===== config.mk =====
export PLATFORM = sky130hd
export DESIGN_NAME = skt_cell
export DESIGN_NICKNAME = d
export VERILOG_FILES = /design/src/design/skt_pkg.sv /design/src/design/skt_cell.sv
export SDC_FILE = /design/constraint.sdc
export NUM_CORES = 1
export LEC_CHECK = 0
export BUFFER_PORTS_ARGS = -buffer_cell sky130_fd_sc_hd__buf_2
export CAP_MARGIN = 10
export CELL_PAD_IN_SITES_DETAIL_PLACEMENT = 0
export CELL_PAD_IN_SITES_GLOBAL_PLACEMENT = 1
export CORE_MARGIN = 5
export CORE_UTILIZATION = 30
export DETAILED_ROUTE_END_ITERATION = 12
export GPL_TIMING_DRIVEN = 0
export HOLD_SLACK_MARGIN = 0.08
export PLACE_DENSITY = 0.9
export SYNTH_ARGS = -nofsm -noshare
export SYNTH_HDL_FRONTEND = slang
export SYNTH_SLANG_ARGS = --single-unit

===== constraint.sdc =====
create_clock -name clk -period 8.4 [get_ports clk]
set_clock_uncertainty 0.15 [all_clocks]
set_input_delay 0.42 -clock clk [delete_from_list [all_inputs] [get_ports clk]]
set_output_delay 0.42 -clock clk [all_outputs]
set_load 0.02 [all_outputs]

===== src/design/skt_pkg.sv =====
// Shared package for the sorted key table.
// Holds field widths, operation and status codes, and the cell control types.
// Used by the interfaces, skt_cell and sorted_key_table.
package skt_pkg;

  localparam int KEY_W    = 30;
  localparam int DATA_W   = 32;
  localparam int OP_W     = 2;
  localparam int STATUS_W = 3;

  // Largest key accepted by insert and remove
  localparam logic [KEY_W-1:0] KEY_MAX = KEY_W'(999999999);

  // Operation codes
  localparam logic [OP_W-1:0] OP_INSERT = 2'd0;
  localparam logic [OP_W-1:0] OP_REMOVE = 2'd1;
  localparam logic [OP_W-1:0] OP_DUMP   = 2'd2;

  // Status codes
  localparam logic [STATUS_W-1:0] ST_ADDED     = 3'd0;
  localparam logic [STATUS_W-1:0] ST_DUP       = 3'd1;
  localparam logic [STATUS_W-1:0] ST_REMOVED   = 3'd2;
  localparam logic [STATUS_W-1:0] ST_NOW_EMPTY = 3'd3;
  localparam logic [STATUS_W-1:0] ST_NOT_FOUND = 3'd4;
  localparam logic [STATUS_W-1:0] ST_FULL      = 3'd5;
  localparam logic [STATUS_W-1:0] ST_ENTRY     = 3'd6;
  localparam logic [STATUS_W-1:0] ST_BAD       = 3'd7;

  // Per-cycle command to every cell of the chain
  typedef struct packed {
    logic cmp;   // compare stored key against the incoming key
    logic ins;   // open a slot and insert the pending item
    logic rem;   // close the gap over the matching entry
    logic rot;   // rotate occupied entries one place toward cell 0
  } skt_cell_ctl_t;

  // Registered compare results of one cell
  typedef struct packed {
    logic lt;    // occupied and stored key below the compared key
    logic eq;    // occupied and stored key equal to the compared key
  } skt_cell_flags_t;

endpackage


===== src/design/skt_cell.sv =====
// One cell of the sorted chain: holds a key and value and moves them to or
// from its neighbors on insert, remove and rotate. Depends on skt_pkg.
module skt_cell #(
  parameter int VALUE_BITS = 32,
  parameter int IDX        = 0,
  parameter int CNT_W      = 7
) (
  input  logic                         clk,
  input  skt_pkg::skt_cell_ctl_t       ctl,
  input  logic [CNT_W-1:0]             count,
  input  logic [skt_pkg::KEY_W-1:0]    cmp_key,
  input  logic [skt_pkg::KEY_W-1:0]    new_key,
  input  logic [VALUE_BITS-1:0]        new_val,
  input  logic                         left_lt,
  input  logic [skt_pkg::KEY_W-1:0]    left_key,
  input  logic [VALUE_BITS-1:0]        left_val,
  input  logic [skt_pkg::KEY_W-1:0]    right_key,
  input  logic [VALUE_BITS-1:0]        right_val,
  input  logic [skt_pkg::KEY_W-1:0]    wrap_key,
  input  logic [VALUE_BITS-1:0]        wrap_val,
  output logic [skt_pkg::KEY_W-1:0]    key,
  output logic [VALUE_BITS-1:0]        val,
  output skt_pkg::skt_cell_flags_t     flags
);

  localparam logic [CNT_W-1:0] IDX_C  = CNT_W'(IDX);
  localparam logic [CNT_W-1:0] IDX_P1 = CNT_W'(IDX + 1);

  logic [skt_pkg::KEY_W-1:0] key_r, key_nxt;
  logic [VALUE_BITS-1:0]     val_r, val_nxt;
  skt_pkg::skt_cell_flags_t  flags_r;
  logic                      occ;
  logic                      tail;

  // Occupancy follows from the fill count; the tail is the last occupied cell
  assign occ  = IDX_C < count;
  assign tail = count == IDX_P1;

  // Latch compare results for the incoming item
  always_ff @(posedge clk) begin
    if (ctl.cmp) begin
      flags_r.lt <= occ && (key_r < cmp_key);
      flags_r.eq <= occ && (key_r == cmp_key);
    end
  end

  // Select the next contents from self, neighbor or pending item
  always_comb begin
    key_nxt = key_r;
    val_nxt = val_r;
    if (ctl.ins) begin
      if (!flags_r.lt) begin
        if (left_lt) begin
          key_nxt = new_key;
          val_nxt = new_val;
        end else begin
          key_nxt = left_key;
          val_nxt = left_val;
        end
      end
    end else if (ctl.rem) begin
      if (occ && !flags_r.lt) begin
        key_nxt = right_key;
        val_nxt = right_val;
      end
    end else if (ctl.rot) begin
      if (tail) begin
        key_nxt = wrap_key;
        val_nxt = wrap_val;
      end else begin
        key_nxt = right_key;
        val_nxt = right_val;
      end
    end
  end

  always_ff @(posedge clk) begin
    key_r <= key_nxt;
    val_r <= val_nxt;
  end

  assign key   = key_r;
  assign val   = val_r;
  assign flags = flags_r;

endmodule


# Word-level counts from Yosys, hierarchy flattened

Cells that the tools add are included.

$lt $le $gt $ge: 2
Equal/unequal tests: 4
Muxes and demuxes: 14
Reduce and logical (&&, ||, !) cells: 6

Operators with widths:

| kind                                                   | count |
|---|---|
| 2-to-1 mux 32 bit                                      | 7 |
| 2-to-1 mux 30 bit                                      | 7 |
| == test 30 bit                                         | 1 |
| < comparator 30 bit                                    | 1 |
| == test 7 x 1 -> 1 bit (second input constant)         | 1 |
| < comparator 1 x 7 -> 1 bit (first input constant)     | 1 |
| logical AND 1 bit                                      | 3 |
| inequality test 3 x 1 -> 1 bit (second input constant) | 1 |
| AND reduction 3 bit                                    | 1 |
| nonzero test 3 bit                                     | 1 |
| inequality test 2 bit (second input constant)          | 1 |
| logical NOT 1 bit                                      | 1 |

Flip-flop bits (word level): 64
Bits of input ports: 291
Output and inout bits: 64
Logic and storage cells: 30

# Longest topological paths before layout

Gate-level depths: netlist of run 1.

Word-level depth: 5
Gate-level depth with buffers: 7
Depth with buffers taken out: 7

# Worst setup path after synthesis of run 1

Ideal clock, no wire load.

Path type: in2reg
Start: input port ctl[2] (netlist bit)
End: register key_r, in the netlist key[0] (enable)
Library setup time: 568 ps
Arrival time: 5374 ps
Data required time: 7682 ps
Setup slack: 2308 ps
Stages on the path: 4
Path through: clkbuf_1 > buf_6 > a21oi_1 > o21ai_0

Word-level cells in the longest chain between the ends: 2
Elaborated cells between the ends (all ways): 4
Those cells by class: 2 x eq/ne; 2 x reduce/logical

RTL lines:

| item                                                                   | RTL line       | source |
|---|---|---|
| start: declaration                                                     | skt_cell.sv:9  | `input skt_pkg::skt_cell_ctl_t ctl,` |
| inequality test 3 x 1 -> 1 bit (no line), or another cell as far along | n/a            |  |
| AND reduction 3 bit (no line) *                                        | n/a            |  |
| end signal: assignment                                                 | skt_cell.sv:78 | `key_r <= key_nxt;` |
| end: declaration                                                       | skt_cell.sv:29 | `logic [skt_pkg::KEY_W-1:0] key_r, key_nxt;` |

Every way passes the cells marked *; elsewhere a longest branch is shown, timed or not.
A chain may end at the register's enable or synchronous reset.

# Final worst setup path of run 1

Start: register key_r, in the netlist key[4]
End: register flags_r, in the netlist flags[1], data pin

Word-level cells in the longest chain between the ends: 2

RTL lines:

| item                | RTL line       | source |
|---|---|---|
| < comparator 30 bit | skt_cell.sv:42 | `flags_r.lt <= occ && (key_r < cmp_key);` |
| logical AND 1 bit   | skt_cell.sv:42 |  |
| end: declaration    | skt_cell.sv:31 | `skt_pkg::skt_cell_flags_t flags_r;` |

Every way passes these cells.

==> run_results.csv, run 1 <==
group,metric,value,unit
run_status,status,"complete, no violations",
die,die_h,140,um
cts,cts-root-buf,"clkbuf_16",
placed_design,pre_cts_ws,5.62,ns
worst_hold_path,hold_class,"primary input to flip-flop",
setup_path,cp_slowest_stage_delay,0.53,ns
sta,slew_headroom,55.4,%
cts,clk_latency,0.33,ns
detailed_routing,viasPerCell,4.63,
sta,rsz0062_at_grt,"no",
setup_path,worstPathArrival,2.38,ns
cts,cts_made_buffers,9,
finish,stdcell_area,0.00739,sq mm
setup_path,crit_type,"flip-flop to flip-flop",
sta,timing.final.crit_period,2.47,ns
die,core_area,0.0165,sq mm
die,num_rows,47,
placed_design,routabilityCongestion,0.849,
logic_synthesis,netlist_area,0.00504,sq mm
global_routing,grt_usage,18.0,%
setup_path,cp_top_family,"compound AO/OA/AOI/OAI gates",
finish,syn_to_final_growth,46.5,%
detailed_routing,drcViolationCount,0,
die,start_util,30.5,%
cts,cts_resized,0,
placed_design,io_buffers,352,
die,die_area,0.0195,sq mm
setup_path,crit_chain,"ha_1, a21oi_1, a21boi_0, o31ai_1, o2111ai_1, a2111oi_0",
setup_path,reg2reg_slack,5.93,ns
sta,whs,0.163,ns
power_and_ir_drop,power_density,140,mW/mm^2
setup_path,end_kind,"flip-flop",
setup_path,slowest_stage,"a2111oi_0",
global_routing,grt_max_degree,30,
power_and_ir_drop,p_total,1.04,mW
logic_synthesis,synth_warnings,0,
sta,min_period_over_period,29.4,%
sta,setup_violations,0,
sta,fin_tns_setup,0,ns
detailed_routing,wl,18500,um
detailed_routing,firstDrtPassIters,4,
finish,fin_nets,1142,
finish,final_core_util,44.7,%
setup_path,cp.required,8.31,ns
cts,cts_tree,"built",
sta,drv_slew,0,
setup_path,cp.depth,6,
setup_path,timing.rr.end,"flags[1]",
global_routing,antenna_found_initial,3,
logic_synthesis,syn_avg_cell_area,11.1,sq um
setup_path,cp-startpoint,"key[4]",
global_routing,grt_pass1_wl,27500,um
power_and_ir_drop,leakagePower,3.93,nW
logic_synthesis,ys_seq_area_share,38.1,%
die,pin_count,355,
logic_synthesis,syn_inst,456,
setup_path,reg2reg_from,"key[4]",
global_routing,grt-ovfl-total,0,
sta,worst_pin_slew,0.669,ns
setup_path,critPathCapture,"flags[1]",
job,drv_cap,0,
setup_path,worst-path-max-fanout,3,
detailed_routing,drt_iter0_markers,170,
placed_design,dp.cells,1030,
cts,clk_pin_slew_worst_paths,0.06,ns
cts,cts_buffer_depth,2,
sta,finalWorstSetupSlack,5.93,ns
cts,htree_levels,3,
power_and_ir_drop,peakVddDrop,0.0774,mV
global_routing,grt_pass1_vias,5146,
logic_synthesis,synth_cell_types,29,
die,die_w,140,um
finish,stdcell_count,1047,
placed_design,dp_hpwl,15500,um
detailed_routing,avgRoutedWirePerCell,17.7,um
setup_path,critPathLaunchType,"flip-flop",
logic_synthesis,synth_seq_cells,64,
sta,timing.fmax,405,MHz
cts,hold_buffers,0,
setup_path,path_buf_inv,0,
logic_synthesis,synth_fp_nets,777,
sta,final-hold-violation-count,0,
finish,drive_above_1_share,54.9,%
detailed_routing,dr_total_vias,4847,
setup_path,rr_worst_depth,6,
cts,clock_sinks,64,
detailed_routing,ant_nets,0,
cts,cts_setup_buffers,0,
placed_design,placed_area,0.00713,sq mm
-- area by class of cell --
cell class              instances  area (sq um)
fillers                      1631          9130
multi-input cells             334          2810
flip-flops and latches         64          1920
repair buffers                354          1800
clock buffers                   9           225
well taps                     220           275
plain buffers                  27           206
inverters                      31           116
diodes                          3          7.51
clock inverters                 5          26.3
-- registers in the layout, summed over array words and instances, names as in the netlist --
signal  flops
flags       2
key        30
val        32
-- worst min-delay path by stage --
stage | cells after the start | endpoint | startpoint | slack, ns
floorplan | 0 | flags[0] | ctl[3] | 0.38
global placement | 1 | flags[0] | ctl[3] | 0.49
detailed placement | 1 | flags[0] | ctl[3] | 0.50
CTS | 1 | flags[0] | ctl[3] | 0.15
global route | 1 | flags[0] | ctl[3] | 0.16
finish | 1 | flags[0] | ctl[3] | 0.16
-- cells by family (layout without fill, tap and decap cells) --
| family | after synthesis | count (layout) | share of synthesized area (%) |
|---|---|---|---|
| AOI/OAI and AO/OA | 85 | 85 | 8.80 |
| adders and majority gates | 30 | 30 | 7.44 |
| buffers and inverters | 58 | 426 | 6.40 |
| DFF | 64 | 64 | 38.1 |
| muxes | 124 | 124 | 30.6 |
| other | 0 | 3 | 0 |
| and+or+nand+nor | 95 | 95 | 8.66 |
-- routing by layer --
layer | GRT usage [%] | vias up | routed length, um
met5 | 0 | - | 13
met4 | 6.63 | 2 | 515
met3 | 5.69 | 35 | 1670
met2 | 31.6 | 232 | 9140
met1 | 20.5 | 2196 | 7170
li1 | - | 2382 | -
-- placed cells by master (no fill, tap or decap), types with 4 or more instances in the layout --
cell,synthesis,layout
clkbuf_1,8,8
buf_6,13,13
mux2i_1,62,62
nor2_1,68,68
inv_1,31,31
nand4_1,4,4
clkbuf_16,0,9
edfxtp_1,64,64
buf_2,6,358
mux2_4,60,60
a21oi_1,75,75
ha_1,30,30
nand2_1,9,9
-- worst register-to-register path, delay by kind of cell, from the launching register on --
kind / cells / cell delay (ns)
DFF: 1 / 0.38
adders and majority gates: 1 / 0.32
AOI/OAI and AO/OA: 5 / 1.35
-- Yosys cell counts, drive strengths merged --
cell type | count | area, sq um
a2111oi | 1 | 8.76
a21boi | 1 | 7.51
a21o | 1 | 7.51
a21oi | 75 | 375
a221oi | 1 | 8.76
and4 | 2 | 17.5
buf | 19 | 176
clkbuf | 8 | 30.0
edfxtp | 64 | 1920
ha | 30 | 375
inv | 31 | 116
mux2 | 62 | 923
mux2i | 62 | 621
nand2 | 9 | 33.8
nand2b | 2 | 12.5
nand3 | 3 | 15.0
nand3b | 2 | 15.0
nand4 | 4 | 25.0
nand4b | 1 | 23.8
nor2 | 68 | 255
nor2b | 1 | 6.26
nor3 | 1 | 5.00
nor4 | 1 | 21.3
o2111ai | 1 | 8.76
o21ai | 4 | 20.0
o31ai | 1 | 7.51
or2 | 1 | 6.26
-- power breakdown --
| part | internal, mW | leakage [nW] | switching, mW |
|---|---|---|---|
| Combinational | 0.140 | 3.19 | 0.156 |
| Clock | 0.194 | 0.124 | 0.140 |
| Sequential | 0.395 | 0.611 | 0.0131 |
Power figures use the tool's default switching activity.
==> run 2, diff against run 1 <==
==> constraint.sdc (replaced) <==
create_clock -name clk -period 2.6 [get_ports clk]
set_clock_uncertainty 0.15 [all_clocks]
set_input_delay 0.13 -clock clk [delete_from_list [all_inputs] [get_ports clk]]
set_output_delay 0.13 -clock clk [all_outputs]
set_load 0.02 [all_outputs]
==> run_results.csv, run 2 (same netlist as run 1, synthesis figures left out) <==
group,metric,value,unit
finish,layout_commonest_cell,"buf_2",
global_routing,grt_max_degree,30,
sta,setup_violations,0,
global_routing,grt_pass1_wl,31400,um
sta,drv_slew,0,
cts,cts_buffer_depth,2,
run_status,status,"complete, no violations",
finish,layout_common_cells,"buf_2 (358), dlygate4sd3_1 (123), a21oi_1 (75), nor2_1 (68), edfxtp_1 (64)",
power_and_ir_drop,leakagePower,4.45,nW
setup_path,cp.required,2.53,ns
cts,cts_made_buffers,9,
placed_design,io_buffers,352,
cts,htree_levels,3,
sta,rsz0062_at_grt,"no",
finish,nFillCells,1467,
die,core_area,0.0165,sq mm
global_routing,antenna_found_initial,2,
power_and_ir_drop,power_density,425,mW/mm^2
placed_design,routabilityCongestion,0.872,
global_routing,grt_usage,20.5,%
sta,fin_tns_setup,0,ns
detailed_routing,avgRoutedWirePerCell,17.7,um
placed_design,dp_hpwl,15400,um
cts,clk_latency,0.33,ns
finish,largest_reg_flops,32,
sta,min_period_over_period,93.1,%
cts,clk_pin_slew_worst_paths,0.06,ns
placed_design,pre_cts_ws,-0.149,ns
sta,finalWorstSetupSlack,0.181,ns
sta,worst_pin_slew,0.714,ns
setup_path,worst-path-max-fanout,3,
sta,final-hold-violation-count,0,
die,die_area,0.0195,sq mm
cts,cts-root-buf,"clkbuf_16",
setup_path,critPathLaunchType,"flip-flop",
setup_path,crit_type,"flip-flop to flip-flop",
placed_design,placed_area,0.00713,sq mm
die,start_util,30.5,%
worst_hold_path,hold_class,"primary input to flip-flop",
detailed_routing,dr_total_vias,5445,
die,die_w,140,um
finish,drive_above_1_share,47.9,%
detailed_routing,firstDrtPassIters,4,
cts,cts_tree,"built",
detailed_routing,viasPerCell,4.65,
die,pin_count,355,
global_routing,grt-ovfl-total,0,
die,num_rows,47,
job,drv_cap,0,
detailed_routing,ant_nets,0,
detailed_routing,wl,20800,um
detailed_routing,drcViolationCount,0,
die,die_h,140,um
sta,timing.final.crit_period,2.42,ns
setup_path,worstPathArrival,2.35,ns
cts,clock_sinks,64,
sta,slew_headroom,52.4,%
setup_path,end_kind,"flip-flop",
detailed_routing,drt_iter0_markers,181,
power_and_ir_drop,peakVddDrop,0.273,mV
global_routing,grt_pass1_vias,5941,
finish,syn_to_final_growth,71.8,%
finish,stdcell_area,0.00866,sq mm
cts,cts_setup_buffers,0,
sta,timing.fmax,413,MHz
finish,fin_nets,1265,
-- run 2: area by class of cell --
| type | count | area [sq um] | share of cell area [%] |
|---|---|---|---|
| well taps | 220 | 275 | 3.18 |
| clock inverters | 7 | 62.6 | 0.722 |
| multi-input cells | 334 | 2820 | 32.5 |
| repair buffers | 477 | 3030 | 35.0 |
| flip-flops and latches | 64 | 1920 | 22.2 |
| clock buffers | 9 | 225 | 2.60 |
| diodes | 2 | 5.00 | 0.0578 |
| inverters | 31 | 116 | 1.34 |
| plain buffers | 27 | 208 | 2.40 |
-- run 2: power by group --
group          internal (mW)  switching [mW]  total (mW)
combinational          0.610           0.556        1.17
sequential              1.28          0.0445        1.32
clock                  0.732           0.467        1.20
-- run 2: timing repair --
action,4_1_cts,5_1_grt
endpoints found under the hold margin,58,0
resized for setup,2,2
hold buffers,123,0
endpoints found under the setup margin,1,7
-- run 2: routing by layer --
layer | track usage (%) | vias to the layer above | wire length [um]
li1 | - | 2641 | -
met1 | 22.4 | 2525 | 7750
met2 | 37.4 | 239 | 10900
met3 | 6.52 | 40 | 1640
met4 | 7.34 | 0 | 509
met5 | 0 | - | 0
-- run 2: worst paths after layout --
path | from | to | slack (ns) | depth (start not counted)
worst max-delay path | key[4] | flags[1] | 0.18 | 6
worst min-delay path | ctl[0] | key[8] | 0.09 | 3
worst max register to register | key[4] | flags[1] | 0.18 | 6
worst min register to register | flags[1] | key[8] | 0.56 | 1
-- run 2: through the flow --
| stage | std cells | hold slack, ns | total power, mW | util (%) |
|---|---|---|---|---|
| after floorplan | 456 | 0.0925 | 1.86 | - |
| after global placement | 1028 | 0.205 | 2.28 | 42.9 |
| after detailed placement | 1030 | 0.209 | 2.31 | 43.2 |
| after CTS | 1169 | 0.0802 | 3.70 | 52.4 |
| after global routing | 1171 | 0.0835 | 3.89 | 52.4 |
| final | 1171 | 0.0932 | 3.68 | 52.4 |
-- run 2: critical path: stages, from the launching register on --
cell       delay (ns)
edfxtp_1         0.40
ha_1             0.33
a21oi_1          0.15
a21boi_0         0.12
o31ai_2          0.32
o2111ai_1        0.18
a2111oi_1        0.52
==> run 3, diff against run 2 <==
==> constraint.sdc (replaced) <==
create_clock -name clk -period 2.6 [get_ports clk]
set_clock_uncertainty 0.15 [all_clocks]
set_input_delay 0.52 -clock clk [delete_from_list [all_inputs] [get_ports clk]]
set_output_delay 0.52 -clock clk [all_outputs]
set_load 0.02 [all_outputs]
==> run_results.csv, run 3 (same netlist as run 1, synthesis figures left out) <==
group,metric,value,unit
placed_design,pre_cts_ws,-0.152,ns
detailed_routing,firstDrtPassIters,4,
sta,min_period_over_period,93.8,%
setup_path,worst-path-max-fanout,3,
cts,cts_resized,0,
global_routing,grt_pass1_vias,5106,
setup_path,cp-startpoint,"key[4]",
die,die_w,140,um
placed_design,dp_hpwl,15100,um
sta,finalWorstSetupSlack,0.162,ns
finish,fin_nets,1142,
power_and_ir_drop,power_density,478,mW/mm^2
sta,timing.final.crit_period,2.44,ns
detailed_routing,dr_total_vias,4773,
global_routing,antenna_found_initial,1,
setup_path,worstPathArrival,2.38,ns
cts,clock_sinks,64,
finish,largest_reg_flops,32,
cts,clk_pin_slew_worst_paths,0.05,ns
die,pin_count,355,
cts,cts_tree,"built",
global_routing,grt_max_degree,31,
finish,syn_to_final_growth,47.6,%
placed_design,routabilityCongestion,0.864,
detailed_routing,wl,18100,um
setup_path,timing.rr.end,"flags[1]",
cts,htree_levels,3,
global_routing,grt-ovfl-total,0,
job,drv_cap,0,
worst_hold_path,hold_class,"primary input to flip-flop",
finish,seq_area,0.00192,sq mm
sta,final-hold-violation-count,0,
detailed_routing,drcViolationCount,0,
finish,drive_above_1_share,54.8,%
detailed_routing,viasPerCell,4.56,
cts,hold_buffers,0,
detailed_routing,avgRoutedWirePerCell,17.3,um
setup_path,reg2reg_from,"key[4]",
power_and_ir_drop,leakagePower,3.95,nW
placed_design,io_buffers,352,
setup_path,cp.required,2.54,ns
die,start_util,30.5,%
finish,layout_commonest_cell,"buf_2",
cts,cts_setup_buffers,0,
die,core_area,0.0165,sq mm
setup_path,rr_worst_depth,6,
cts,clk_latency,0.33,ns
setup_path,critPathLaunchType,"flip-flop",
setup_path,critPathCapture,"flags[1]",
detailed_routing,ant_nets,0,
sta,timing.fmax,410,MHz
finish,multiInputGateArea,0.00281,sq mm
cts,cts_buffer_depth,2,
sta,drv_slew,0,
power_and_ir_drop,p_total,3.56,mW
global_routing,grt_usage,17.8,%
global_routing,grt_pass1_wl,27300,um
run_status,status,"complete, no violations",
cts,cts-root-buf,"clkbuf_16",
sta,rsz0062_at_grt,"no",
die,die_area,0.0195,sq mm
sta,setup_violations,0,
power_and_ir_drop,peakVddDrop,0.312,mV
finish,layout_common_cells,"buf_2 (358), a21oi_1 (75), nor2_1 (68), edfxtp_1 (64), mux2i_1 (62)",
die,num_rows,47,
cts,cts_made_buffers,9,
setup_path,crit_type,"flip-flop to flip-flop",
detailed_routing,drt_iter0_markers,142,
die,die_h,140,um
sta,whs,0.283,ns
sta,slew_headroom,57.2,%
setup_path,end_kind,"flip-flop",
finish,nFillCells,1637,
sta,worst_pin_slew,0.641,ns
setup_path,reg2reg_slack,0.16,ns
==> run 3: cell types whose count changed in the layout (fill, tap and decap cells not counted), sizes merged <==
cell,delta
bufinv,+1
clkinv,-1
diode,-1
dlygate4sd3,-123
==> run 3: worst min-delay path by stage <==
stage,cells after the start,to,slack (ns),start
3_5_place_dp,1,key[9],0.53,flags[1]
6_report,1,flags[1],0.28,ctl[3]
5_1_grt,1,flags[0],0.27,ctl[3]
3_3_place_gp,1,flags[0],0.59,ctl[3]
4_1_cts,1,flags[1],0.26,ctl[3]
2_1_floorplan,0,flags[0],0.48,ctl[3]
==> run 3: report_power, final <==
group | switching (mW) | internal, mW
sequential | 0.0421 | 1.28
clock | 0.459 | 0.829
combinational | 0.505 | 0.453
total | 1.01 | 2.56
==> run 3: per-layer routing <==
layer / up-vias / share of wire [%] / global-route usage (%) / wire, um
li1: 2388 / - / - / -
met1: 2147 / 40 / 21.1 / 7230
met2: 214 / 50 / 31.2 / 9070
met3: 24 / 7.7 / 5.01 / 1400
met4: 0 / 2.2 / 6.07 / 391
met5: - / 0 / 0 / 0
==> run 3: per-stage QoR <==
step                cell area (sq um)  setup TNS (ns)  cells  utilization, %
CTS                              7450               0   1046            45.1
global route                     7450               0   1047            45.1
finish                           7450               0   1047            45.1
global placement                 7090          -44.50   1028            42.9
floorplan                        5060               0    456               -
detailed placement               7130          -0.152   1030            43.2
==> run 3: layout make-up <==
type	count	area share, %
clock buffer	9	3.02
inverter	31	1.56
sequential	64	25.8
clock inverter	7	1.16
multi-input combinational	334	37.7
timing repair buffer	354	24.2
buffer	27	2.79
tap	220	3.70
antenna	1	0.0336
==> run 3: worst max-delay path, cell delays in order, from the launching register on <==
cell and delay, ns:
edfxtp_1 0.41, ha_1 0.33, a21oi_1 0.15, a21boi_0 0.09, o31ai_1 0.41, o2111ai_1 0.19
a2111oi_0 0.47
